## src/design/base64_stream_codec_unit_assert.svh

```systemverilog
// assertion macros for the base64 stream codec
// used by the top level only, no other dependencies
`ifndef BASE64_STREAM_CODEC_UNIT_ASSERT_SVH
`define BASE64_STREAM_CODEC_UNIT_ASSERT_SVH

// same-cycle implication, checked outside reset
`define B64SC_ASSERT_NOW(label, clk, rstn, ante, cons) \
  label: assert property (@(posedge clk) disable iff (!(rstn)) (ante) |-> (cons)) \
    else $error("b64sc assertion failed");

// next-cycle implication, checked outside reset
`define B64SC_ASSERT_NEXT(label, clk, rstn, ante, cons) \
  label: assert property (@(posedge clk) disable iff (!(rstn)) (ante) |=> (cons)) \
    else $error("b64sc assertion failed");

`endif

```

## src/design/b64sc_pkg.sv

```systemverilog
// shared types, character constants and alphabet functions of the base64 codec
// no dependencies
package b64sc_pkg;

  localparam int unsigned MaxResults = 4;

  localparam logic [7:0] CharUpperA = 8'h41;
  localparam logic [7:0] CharLowerA = 8'h61;
  localparam logic [7:0] CharUpperZ = 8'h5A;
  localparam logic [7:0] CharLowerZ = 8'h7A;
  localparam logic [7:0] CharZero   = 8'h30;
  localparam logic [7:0] CharNine   = 8'h39;
  localparam logic [7:0] CharPlus   = 8'h2B;
  localparam logic [7:0] CharSlash  = 8'h2F;
  localparam logic [7:0] CharPad    = 8'h3D;

  typedef enum logic {
    ModeEncode = 1'b0,
    ModeDecode = 1'b1
  } mode_e;

  typedef enum logic {
    RegMode = 1'b0
  } reg_e;

  typedef struct packed {
    logic [7:0] data_byte;
    logic       last_in;
  } in_item_t;

  typedef struct packed {
    logic [7:0] out_byte;
    logic       has_data;
    logic       run_last;
    logic       stream_end;
    logic       error;
  } out_item_t;

  typedef struct packed {
    logic [23:0] group_bits;
    logic [1:0]  group_count;
    logic        padding_seen;
    logic        error_latched;
  } state_t;

  // results of one item and the stream state it leaves
  typedef struct packed {
    out_item_t [MaxResults-1:0] res;
    logic [2:0]                 n;
    state_t                     nxt;
  } step_t;

  function automatic logic [7:0] b64_char(input logic [5:0] s);
    logic [7:0] c;
    if (s < 6'd26) begin
      c = CharUpperA + 8'(s);
    end else if (s < 6'd52) begin
      c = CharLowerA + 8'(s) - 8'd26;
    end else if (s < 6'd62) begin
      c = CharZero + 8'(s) - 8'd52;
    end else if (s == 6'd62) begin
      c = CharPlus;
    end else begin
      c = CharSlash;
    end
    return c;
  endfunction

  // {valid, sextet}
  function automatic logic [6:0] b64_sextet(input logic [7:0] c);
    logic [6:0] r;
    if (c >= CharUpperA && c <= CharUpperZ) begin
      r = {1'b1, 6'(c - CharUpperA)};
    end else if (c >= CharLowerA && c <= CharLowerZ) begin
      r = {1'b1, 6'(c - CharLowerA + 8'd26)};
    end else if (c >= CharZero && c <= CharNine) begin
      r = {1'b1, 6'(c - CharZero + 8'd52)};
    end else if (c == CharPlus) begin
      r = {1'b1, 6'd62};
    end else if (c == CharSlash) begin
      r = {1'b1, 6'd63};
    end else begin
      r = '0;
    end
    return r;
  endfunction

  function automatic out_item_t data_item(input logic [7:0] b);
    out_item_t r;
    r = '0;
    r.out_byte = b;
    r.has_data = 1'b1;
    return r;
  endfunction

  function automatic out_item_t error_item();
    out_item_t r;
    r = '0;
    r.error = 1'b1;
    return r;
  endfunction

endpackage

```

## src/design/b64sc_encode.sv

```systemverilog
// encode step: one raw byte into the group, four characters per full or flushed group
// depends on b64sc_pkg
module b64sc_encode
  import b64sc_pkg::*;
(
  input  logic [7:0] data_byte_i,
  input  logic       last_i,
  input  state_t     state_i,
  output step_t      step_o
);

  logic [23:0] gb;
  logic [23:0] v;
  logic [2:0]  cnt;
  logic        full;
  logic        short2;

  always_comb begin
    gb     = {state_i.group_bits[15:0], data_byte_i};
    cnt    = {1'b0, state_i.group_count} + 3'd1;
    full   = (cnt >= 3'd3);
    short2 = (cnt == 3'd1);
    v      = gb;
    step_o = '0;
    step_o.nxt = state_i;
    if (full) begin
      v = gb;
    end else if (short2) begin
      v = {data_byte_i, 16'h0000};
    end else begin
      v = {state_i.group_bits[7:0], data_byte_i, 8'h00};
    end
    if (full || last_i) begin
      step_o.res[0] = data_item(b64_char(v[23:18]));
      step_o.res[1] = data_item(b64_char(v[17:12]));
      step_o.res[2] = data_item(short2 && !full ? CharPad : b64_char(v[11:6]));
      step_o.res[3] = data_item(full ? b64_char(v[5:0]) : CharPad);
      step_o.n      = 3'd4;
      step_o.nxt.group_bits  = '0;
      step_o.nxt.group_count = '0;
    end else begin
      step_o.nxt.group_bits  = gb;
      step_o.nxt.group_count = cnt[1:0];
    end
  end

endmodule

```

## src/design/b64sc_decode.sv

```systemverilog
// decode step: one character to six bits, bytes per full or flushed group
// depends on b64sc_pkg
module b64sc_decode
  import b64sc_pkg::*;
(
  input  logic [7:0] data_byte_i,
  input  logic       last_i,
  input  state_t     state_i,
  output step_t      step_o
);

  logic [6:0]  sx;
  logic [23:0] gb_new;
  logic [2:0]  cnt_new;

  always_comb begin
    sx      = b64_sextet(data_byte_i);
    gb_new  = {state_i.group_bits[17:0], sx[5:0]};
    cnt_new = {1'b0, state_i.group_count} + 3'd1;
    step_o  = '0;
    step_o.nxt = state_i;
    if (state_i.error_latched) begin
      // dropping until the stream ends
    end else if (data_byte_i == CharPad) begin
      if (!state_i.padding_seen) begin
        case (state_i.group_count)
          2'd1: begin
            step_o.res[0] = error_item();
            step_o.n      = 3'd1;
            step_o.nxt.error_latched = 1'b1;
          end
          2'd2: begin
            step_o.res[0] = data_item(state_i.group_bits[11:4]);
            step_o.n      = 3'd1;
          end
          2'd3: begin
            step_o.res[0] = data_item(state_i.group_bits[17:10]);
            step_o.res[1] = data_item(state_i.group_bits[9:2]);
            step_o.n      = 3'd2;
          end
          default: ;
        endcase
        if (state_i.group_count != 2'd1) begin
          step_o.nxt.group_bits   = '0;
          step_o.nxt.group_count  = '0;
          step_o.nxt.padding_seen = 1'b1;
        end
      end
    end else if (!sx[6] || state_i.padding_seen) begin
      step_o.res[0] = error_item();
      step_o.n      = 3'd1;
      step_o.nxt.error_latched = 1'b1;
    end else if (cnt_new == 3'd4) begin
      step_o.res[0] = data_item(gb_new[23:16]);
      step_o.res[1] = data_item(gb_new[15:8]);
      step_o.res[2] = data_item(gb_new[7:0]);
      step_o.n      = 3'd3;
      step_o.nxt.group_bits  = '0;
      step_o.nxt.group_count = '0;
    end else begin
      step_o.nxt.group_bits  = gb_new;
      step_o.nxt.group_count = cnt_new[1:0];
      if (last_i) begin
        case (cnt_new[1:0])
          2'd1: begin
            step_o.res[0] = error_item();
            step_o.n      = 3'd1;
            step_o.nxt.error_latched = 1'b1;
          end
          2'd2: begin
            step_o.res[0] = data_item(gb_new[11:4]);
            step_o.n      = 3'd1;
          end
          2'd3: begin
            step_o.res[0] = data_item(gb_new[17:10]);
            step_o.res[1] = data_item(gb_new[9:2]);
            step_o.n      = 3'd2;
          end
          default: ;
        endcase
      end
    end
  end

endmodule

```

## src/design/b64sc_res_buf.sv

```systemverilog
// result register: holds up to four results of one item and emits one per cycle unless the output stalls
// depends on b64sc_pkg
module b64sc_res_buf
  import b64sc_pkg::*;
(
  input  logic                       clk_i,
  input  logic                       rst_ni,
  input  logic                       load_i,
  input  out_item_t [MaxResults-1:0] res_i,
  input  logic [2:0]                 n_i,
  output logic                       free_o,
  output logic                       out_valid_o,
  input  logic                       out_stall_i,
  output out_item_t                  out_item_o
);

  out_item_t [MaxResults-1:0] res_q;
  logic [2:0] cnt_q, cnt_d;
  logic [1:0] idx_q, idx_d;
  logic       pop;
  logic       last_slot;

  assign out_valid_o = (cnt_q != 3'd0);
  assign out_item_o  = res_q[idx_q];
  assign pop         = out_valid_o && !out_stall_i;
  assign last_slot   = (idx_q == 2'(cnt_q - 3'd1));
  assign free_o      = !out_valid_o || (pop && last_slot);

  always_comb begin
    cnt_d = cnt_q;
    idx_d = idx_q;
    if (load_i) begin
      cnt_d = n_i;
      idx_d = '0;
    end else if (pop) begin
      if (last_slot) begin
        cnt_d = '0;
        idx_d = '0;
      end else begin
        idx_d = idx_q + 2'd1;
      end
    end
  end

  always_ff @(posedge clk_i or negedge rst_ni) begin
    if (!rst_ni) begin
      cnt_q <= '0;
      idx_q <= '0;
    end else begin
      cnt_q <= cnt_d;
      idx_q <= idx_d;
    end
  end

  always_ff @(posedge clk_i) begin
    if (load_i) begin
      res_q <= res_i;
    end
  end

endmodule

```

## src/design/base64_stream_codec_unit.sv

```systemverilog
// top level of the streaming base64 codec: input register, step logic, result register
// depends on b64sc_pkg, b64sc_encode, b64sc_decode, b64sc_res_buf and the assert header
//
// usage
//   mode register at byte address 0 (bit 0): 0 encodes raw bytes to base64 text,
//   1 decodes text to bytes; any write restarts the stream, write only while idle
//   input channel: in_valid_i / in_stall_o / in_item_i carry one byte or character
//   per item, last_in closes the stream
//   output channel: out_valid_o / out_stall_i / out_item_o, zero to four results
//   per item, run_last marks the last result of an item, stream_end the last of
//   the stream
// timing
//   results load into the result register once the item in the input register is
//   worked on, and are offered from then on, one per cycle unless the output stalls;
//   an item holds the result register until its last result is taken, the next item
//   waiting in the input register: encode 4 results per 3 bytes, decode 3 per 4 characters
// reset and stall
//   reset clears mode (encode), stream state and both registers' valid flags
//   a stall on the output holds the current result; the input register then
//   fills and in_stall_o rises until the result register frees up
module base64_stream_codec_unit
  import b64sc_pkg::*;
(
  input  logic        clk_i,
  input  logic        rst_ni,
  // input channel
  input  logic        in_valid_i,
  output logic        in_stall_o,
  input  in_item_t    in_item_i,
  // output channel
  output logic        out_valid_o,
  input  logic        out_stall_i,
  output out_item_t   out_item_o,
  // configuration port
  input  logic        psel,
  input  logic        penable,
  input  logic        pwrite,
  input  logic [2:0]  paddr,
  input  logic [31:0] pwdata,
  output logic [31:0] prdata,
  output logic        pready
);

`include "base64_stream_codec_unit_assert.svh"

  // input register
  in_item_t in_q;
  logic     in_vld_q, in_vld_d;
  logic     in_accept;

  // stream state and mode
  state_t   state_q, state_d;
  mode_e    mode_q, mode_d;
  logic     cfg_write;

  // step logic
  step_t    enc_step, dec_step, fin_step;
  logic     buf_free;
  logic     process;

  // configuration port, single register at word 0
  assign pready    = 1'b1;
  assign cfg_write = psel && penable && pwrite && (reg_e'(paddr[2]) == RegMode);
  assign prdata    = (reg_e'(paddr[2]) == RegMode) ? {31'h0, mode_q} : 32'h0;

  // an item is worked on once the result register can take its results
  assign process    = in_vld_q && buf_free;
  assign in_stall_o = in_vld_q && !process;
  assign in_accept  = in_valid_i && !in_stall_o;
  assign in_vld_d   = in_accept || (in_vld_q && !process);

  always_ff @(posedge clk_i or negedge rst_ni) begin
    if (!rst_ni) begin
      in_vld_q <= 1'b0;
    end else begin
      in_vld_q <= in_vld_d;
    end
  end

  always_ff @(posedge clk_i) begin
    if (in_accept) begin
      in_q <= in_item_i;
    end
  end

  b64sc_encode u_encode (
    .data_byte_i (in_q.data_byte),
    .last_i      (in_q.last_in),
    .state_i     (state_q),
    .step_o      (enc_step)
  );

  b64sc_decode u_decode (
    .data_byte_i (in_q.data_byte),
    .last_i      (in_q.last_in),
    .state_i     (state_q),
    .step_o      (dec_step)
  );

  // end-of-item and end-of-stream marking
  always_comb begin
    fin_step = (mode_q == ModeDecode) ? dec_step : enc_step;
    if (in_q.last_in) begin
      // a quiet last item still closes the stream with one empty result
      if (fin_step.n == 3'd0) begin
        fin_step.res[0] = '0;
        fin_step.n      = 3'd1;
      end
      fin_step.nxt = '0;
    end
    for (int i = 0; i < MaxResults; i++) begin
      if (fin_step.n != 3'd0 && 3'(i) == fin_step.n - 3'd1) begin
        fin_step.res[i].run_last   = 1'b1;
        fin_step.res[i].stream_end = in_q.last_in;
      end
    end
  end

  always_comb begin
    mode_d  = mode_q;
    state_d = state_q;
    if (cfg_write) begin
      mode_d  = mode_e'(pwdata[0]);
      state_d = '0;
    end else if (process) begin
      state_d = fin_step.nxt;
    end
  end

  always_ff @(posedge clk_i or negedge rst_ni) begin
    if (!rst_ni) begin
      mode_q  <= ModeEncode;
      state_q <= '0;
    end else begin
      mode_q  <= mode_d;
      state_q <= state_d;
    end
  end

  b64sc_res_buf u_res_buf (
    .clk_i       (clk_i),
    .rst_ni      (rst_ni),
    .load_i      (process),
    .res_i       (fin_step.res),
    .n_i         (fin_step.n),
    .free_o      (buf_free),
    .out_valid_o (out_valid_o),
    .out_stall_i (out_stall_i),
    .out_item_o  (out_item_o)
  );

  // the last item of a stream leaves no state behind
  `B64SC_ASSERT_NEXT(a_last_clears, clk_i, rst_ni, process && in_q.last_in && !cfg_write,
                     state_q == '0)
  // an item with results puts one on the output next cycle
  `B64SC_ASSERT_NEXT(a_results_shown, clk_i, rst_ni, process && fin_step.n != 3'd0,
                     out_valid_o)
  // an item waiting on the result register stays put
  `B64SC_ASSERT_NEXT(a_item_held, clk_i, rst_ni, in_vld_q && !process,
                     in_vld_q && $stable(in_q))
  // the end of a stream is always the end of its item
  `B64SC_ASSERT_NOW(a_end_is_item_end, clk_i, rst_ni, out_valid_o && out_item_o.stream_end,
                    out_item_o.run_last)

endmodule
```

## config.mk

```make
export PLATFORM = sky130hd
export DESIGN_NAME = base64_stream_codec_unit
export DESIGN_NICKNAME = d
export VERILOG_FILES = /design/src/design/b64sc_pkg.sv /design/src/design/b64sc_encode.sv /design/src/design/b64sc_decode.sv /design/src/design/b64sc_res_buf.sv /design/src/design/base64_stream_codec_unit.sv
export VERILOG_INCLUDE_DIRS = /design/src /design/src/design
export SDC_FILE = /design/constraint.sdc
export NUM_CORES = 1
export LEC_CHECK = 0
export BUFFER_PORTS_ARGS = -buffer_cell sky130_fd_sc_hd__buf_2
export CAP_MARGIN = 25
export CORE_MARGIN = 2
export CORE_UTILIZATION = 54
export CTS_CLUSTER_DIAMETER = 100
export CTS_CLUSTER_SIZE = 25
export DETAILED_ROUTE_END_ITERATION = 12
export PLACE_DENSITY = 0.88
export SYNTH_ARGS = -nofsm -noshare
export SYNTH_HDL_FRONTEND = slang
export SYNTH_SLANG_ARGS = --single-unit
```

## constraint.sdc

```tcl
create_clock -name clk_i -period 3.26 [get_ports clk_i]
set_clock_uncertainty 0.2 [all_clocks]
set_input_delay 0 -clock clk_i [delete_from_list [all_inputs] [get_ports clk_i]]
set_output_delay 0 -clock clk_i [all_outputs]
set_load 0.005 [all_outputs]
```

==> summary.md <==
| Metric | Value |
|---|---|
| Cells after Synth | `approximately 900` |
| Area share of the leading cell type in the synthesized netlist | `0.209` |
| Total of buffers placed on input and output ports | `32` |
| IR drop worst, VDD | `between 600 and 700 uV` |
| Share of layout cells above drive strength 1 | `0.269` |
| Max Cap Violations | `0` |
| Clock edge transition at the registers on the reported setup and hold paths | `about 70 ps` |
| Number of ports placed on the die boundary | `slightly below 100` |
| Total standard cell area after synthesis | `slightly below 8000 um2` |
| Period minus WS final | `around 3200 ps` |
| Non-filler instance count after layout | `1,175` |
| Final Wtd Congestion | `1.00` |
| Floorplan Core Area | `13,900 um2` |
| Setup repair after global routing missed its margin | `yes` |
| Fraction of registers with async set or reset after synthesis | `0.349` |
| Crit path required time | `roughly 3200 ps` |
| Max-slew violations | `0` |
| Average via count per standard cell | `between 6 and 7` |
| Mapped Avg Cell Area | `8.80 um2` |
| Layout area overhead | `20.6%` |
| Number of antenna violations at the first check in global routing | `0` |
| Library cell used as clock root buffer | `clkbuf_16` |
| Number of clock buffers inserted by TritonCTS | `9` |
| Violation count after the first detailed-routing iteration | `1,009` |
| Ys Warns | `0` |
| Post-synthesis sequential area ratio | `0.302` |
| Vias in the first global route | `6,732` |
| Critical path fanouts, max | `7` |
| Kind of end point of the critical path | `flip-flop` |
| Final hold vios | `0` |
| Total number of placement rows | `43` |
| Final core utilization | `0.672` |
| Number of buffers on the longest clock path | `2` |
| PD cells | `approximately 1100 nW/um2` |
| Sinks on Clock Net | `83` |
| Initial core utilization | `0.557` |
| Largest cells by area after synthesis | `edfxtp_1 (21%), dfrtp_1 (9.3%), ha_1 (9.2%)` |
| Flip-flop and latch count after synthesis | `between 80 and 90` |
| Final antenna diode count | `0` |
| Total negative setup slack | `0 ps` |
| Count of different cell masters after synthesis | `84` |
| Post-synthesis cell type with the largest combined area | `edfxtp_1` |
| Number of placed instances with taps included | `~1,100` |
| Vias | `~7,600` |
| Most frequent cells in the layout | `buf_4 (116), nor2_1 (67), nand2_1 (63), a21oi_1 (62), o21ai_0 (58)` |
| # setup viols final | `0` |
| Cell leakage power | `about 3.8 nW` |
| Detailed Route WL | `approximately 24 mm` |
| Width of the die | `roughly 120 um` |
| Die footprint | `15,400 um2` |
| Most common flop cell mapped by yosys | `edfxtp_1` |
| Length of the first detailed-routing pass in iterations | `8` |
| Most common cell after layout, fill and taps aside | `buf_4` |
| Tightest Pin Transition | `793 ps` |
| Height of the die | `between 100 and 150 um` |
| Post-detail-place hpwl | `between 15 and 20 mm` |
| Global-route usage over all layers | `0.304` |
| Post-route ant nets | `0` |
| Worst Hold Class | `in2out` |
| Number of flops mapped to enable cells by yosys | `54` |
| Fmax achieved | `about 0.31 GHz` |
| Wire length of the first global-routing pass | `around 36 mm` |
| Share of the cycle needed by the critical path after routing | `0.980` |
| Worst setup slack for register-to-register paths | `60 ps` |
| Worst-Skew Late Latency | `360 ps` |
| Maximum number of pins on one net before global-route repair | `48` |
| # DRC | `0` |
| Count of nets after finishing | `between 1,000 and 1,500` |
| Global-route congestion overflow total | `0` |
| Data arrival time at the worst-slack endpoint | `3140 ps` |
| Slew margin rel. | `0.471` |
| Mean routed wirelength per cell | `roughly 20 um` |
| TritonCTS clock tree | `done` |
| Worst Setup Path Type | `reg2reg` |
| Run status | `finished, final reports clean` |
| Clock H-tree levels | `3` |
| Critical path startpoint category | `flip-flop` |
==> sequential cells by signal, indices dropped and copies added, names as in the netlist <==
| name | flops |
|---|---|
| u_res_buf.res_q | 45 |
| state_q | 22 |
| in_q | 9 |
| u_res_buf.cnt_q | 3 |
| u_res_buf.idx_q | 2 |
| in_vld_q | 1 |
| mode_q | 1 |
==> timing repair <==
| action | CTS | global route |
|---|---|---|
| pin swaps | 0 | 8 |
| hold endpoints to repair | 43 | 0 |
| setup buffers | 0 | 5 |
| gates cloned | 0 | 2 |
| setup endpoints to repair | 13 | 51 |
| gates resized for setup | 12 | 42 |
| hold buffers | 14 | 0 |
==> cells by family after synthesis <==
| group | after synthesis | share of synthesized area |
|---|---|---|
| multiplexers | 29 | 0.0563 |
| AO/OA/AOI/OAI | 301 | 0.273 |
| buffers and inverters | 152 | 0.0998 |
| flip-flops | 83 | 0.302 |
| other | 2 | 0.000967 |
| XOR/XNOR | 25 | 0.0282 |
| AND/OR/NAND/NOR | 233 | 0.148 |
| adder cells (fa/ha/maj) | 57 | 0.0919 |
==> through the flow <==
step	power [W]	hold WS, ps	setup slack [ps]	cell area, um2
CTS	0.00967	31.6	7.18	9120
global route	0.0108	49.2	-77.4	9360
floorplan	0.00630	-496	10.8	7940
finish	0.0102	34.1	64.0	9360
detailed placement	0.00857	-93.1	-128	8660
global placement	0.00837	-76.3	-46.3	8660
==> worst max-delay path, stage by stage (launching register included) <==
cell and delay, ps:
dfrtp_2 460, inv_2 100, ha_4 200, buf_12 140, mux2i_1 340, o21ai_2 100
ha_2 210, and2_1 180, a221o_2 430, a31o_2 220, a211o_1 280, o31ai_1 100
==> cell usage after synthesis (5+ instances only) <==
cell type	n
nor3b_1	5
mux4_2	11
nor4_1	6
mux2i_1	11
mux2_2	6
and2_1	7
a221o_1	6
nor2_1	69
o31ai_1	7
xor2_1	8
a22oi_1	28
a211oi_2	18
xnor2_1	17
a31oi_1	12
a211o_1	6
nor2b_1	10
buf_4	33
buf_6	8
nor3_1	12
inv_1	45
clkbuf_1	43
dfrtp_1	29
o21a_1	6
o211ai_1	5
o21ai_0	65
a311oi_1	9
nor4b_1	6
nand2_1	65
nand3_1	18
edfxtp_1	54
ha_1	57
buf_2	15
a211oi_1	9
a21oi_1	66
nand2b_1	14
o221ai_1	5
o22ai_1	10
==> power by group <==
group          leakage (nW)  internal, W  switching, W
logic                  2.81      0.00310       0.00389
registers             0.870      0.00173      0.000463
clock network         0.134     0.000525      0.000466
==> metal layers <==
metal	GRT usage	wire length, um	vias to the layer above
met5	0	0	-
met4	0.127	956	0
met3	0.0430	2450	89
met2	0.493	11000	536
met1	0.408	9350	3565
li1	-	-	3419
==> final cells by class <==
type | count | area (um2)
flip-flops and latches | 83 | 2350
repair buffers | 170 | 1310
inverters | 48 | 183
clock inverters | 6 | 47.5
multi-input cells | 678 | 5020
fillers | 1048 | 4570
clock buffers | 10 | 229
well taps | 180 | 225
==> final timing paths <==
kind / end / cells past startpoint / start
max in group asynchronous: state_q[2]$_DFFE_PN0P_ / 2 / rst_ni
setup / recovery: u_res_buf.res_q[18]$_DFFE_PP_ / 11 / state_q[3]$_DFFE_PN0P_
min in group asynchronous: state_q[1]$_DFFE_PN0P_ / 2 / rst_ni
hold / removal: prdata[0] / 3 / paddr[2]
setup reg to reg: u_res_buf.res_q[18]$_DFFE_PP_ / 11 / state_q[3]$_DFFE_PN0P_
hold reg to reg: u_res_buf.cnt_q[2]$_DFFE_PN0P_ / 2 / u_res_buf.cnt_q[2]$_DFFE_PN0P_
No activity file was read; power rests on OpenSTA's default activity.
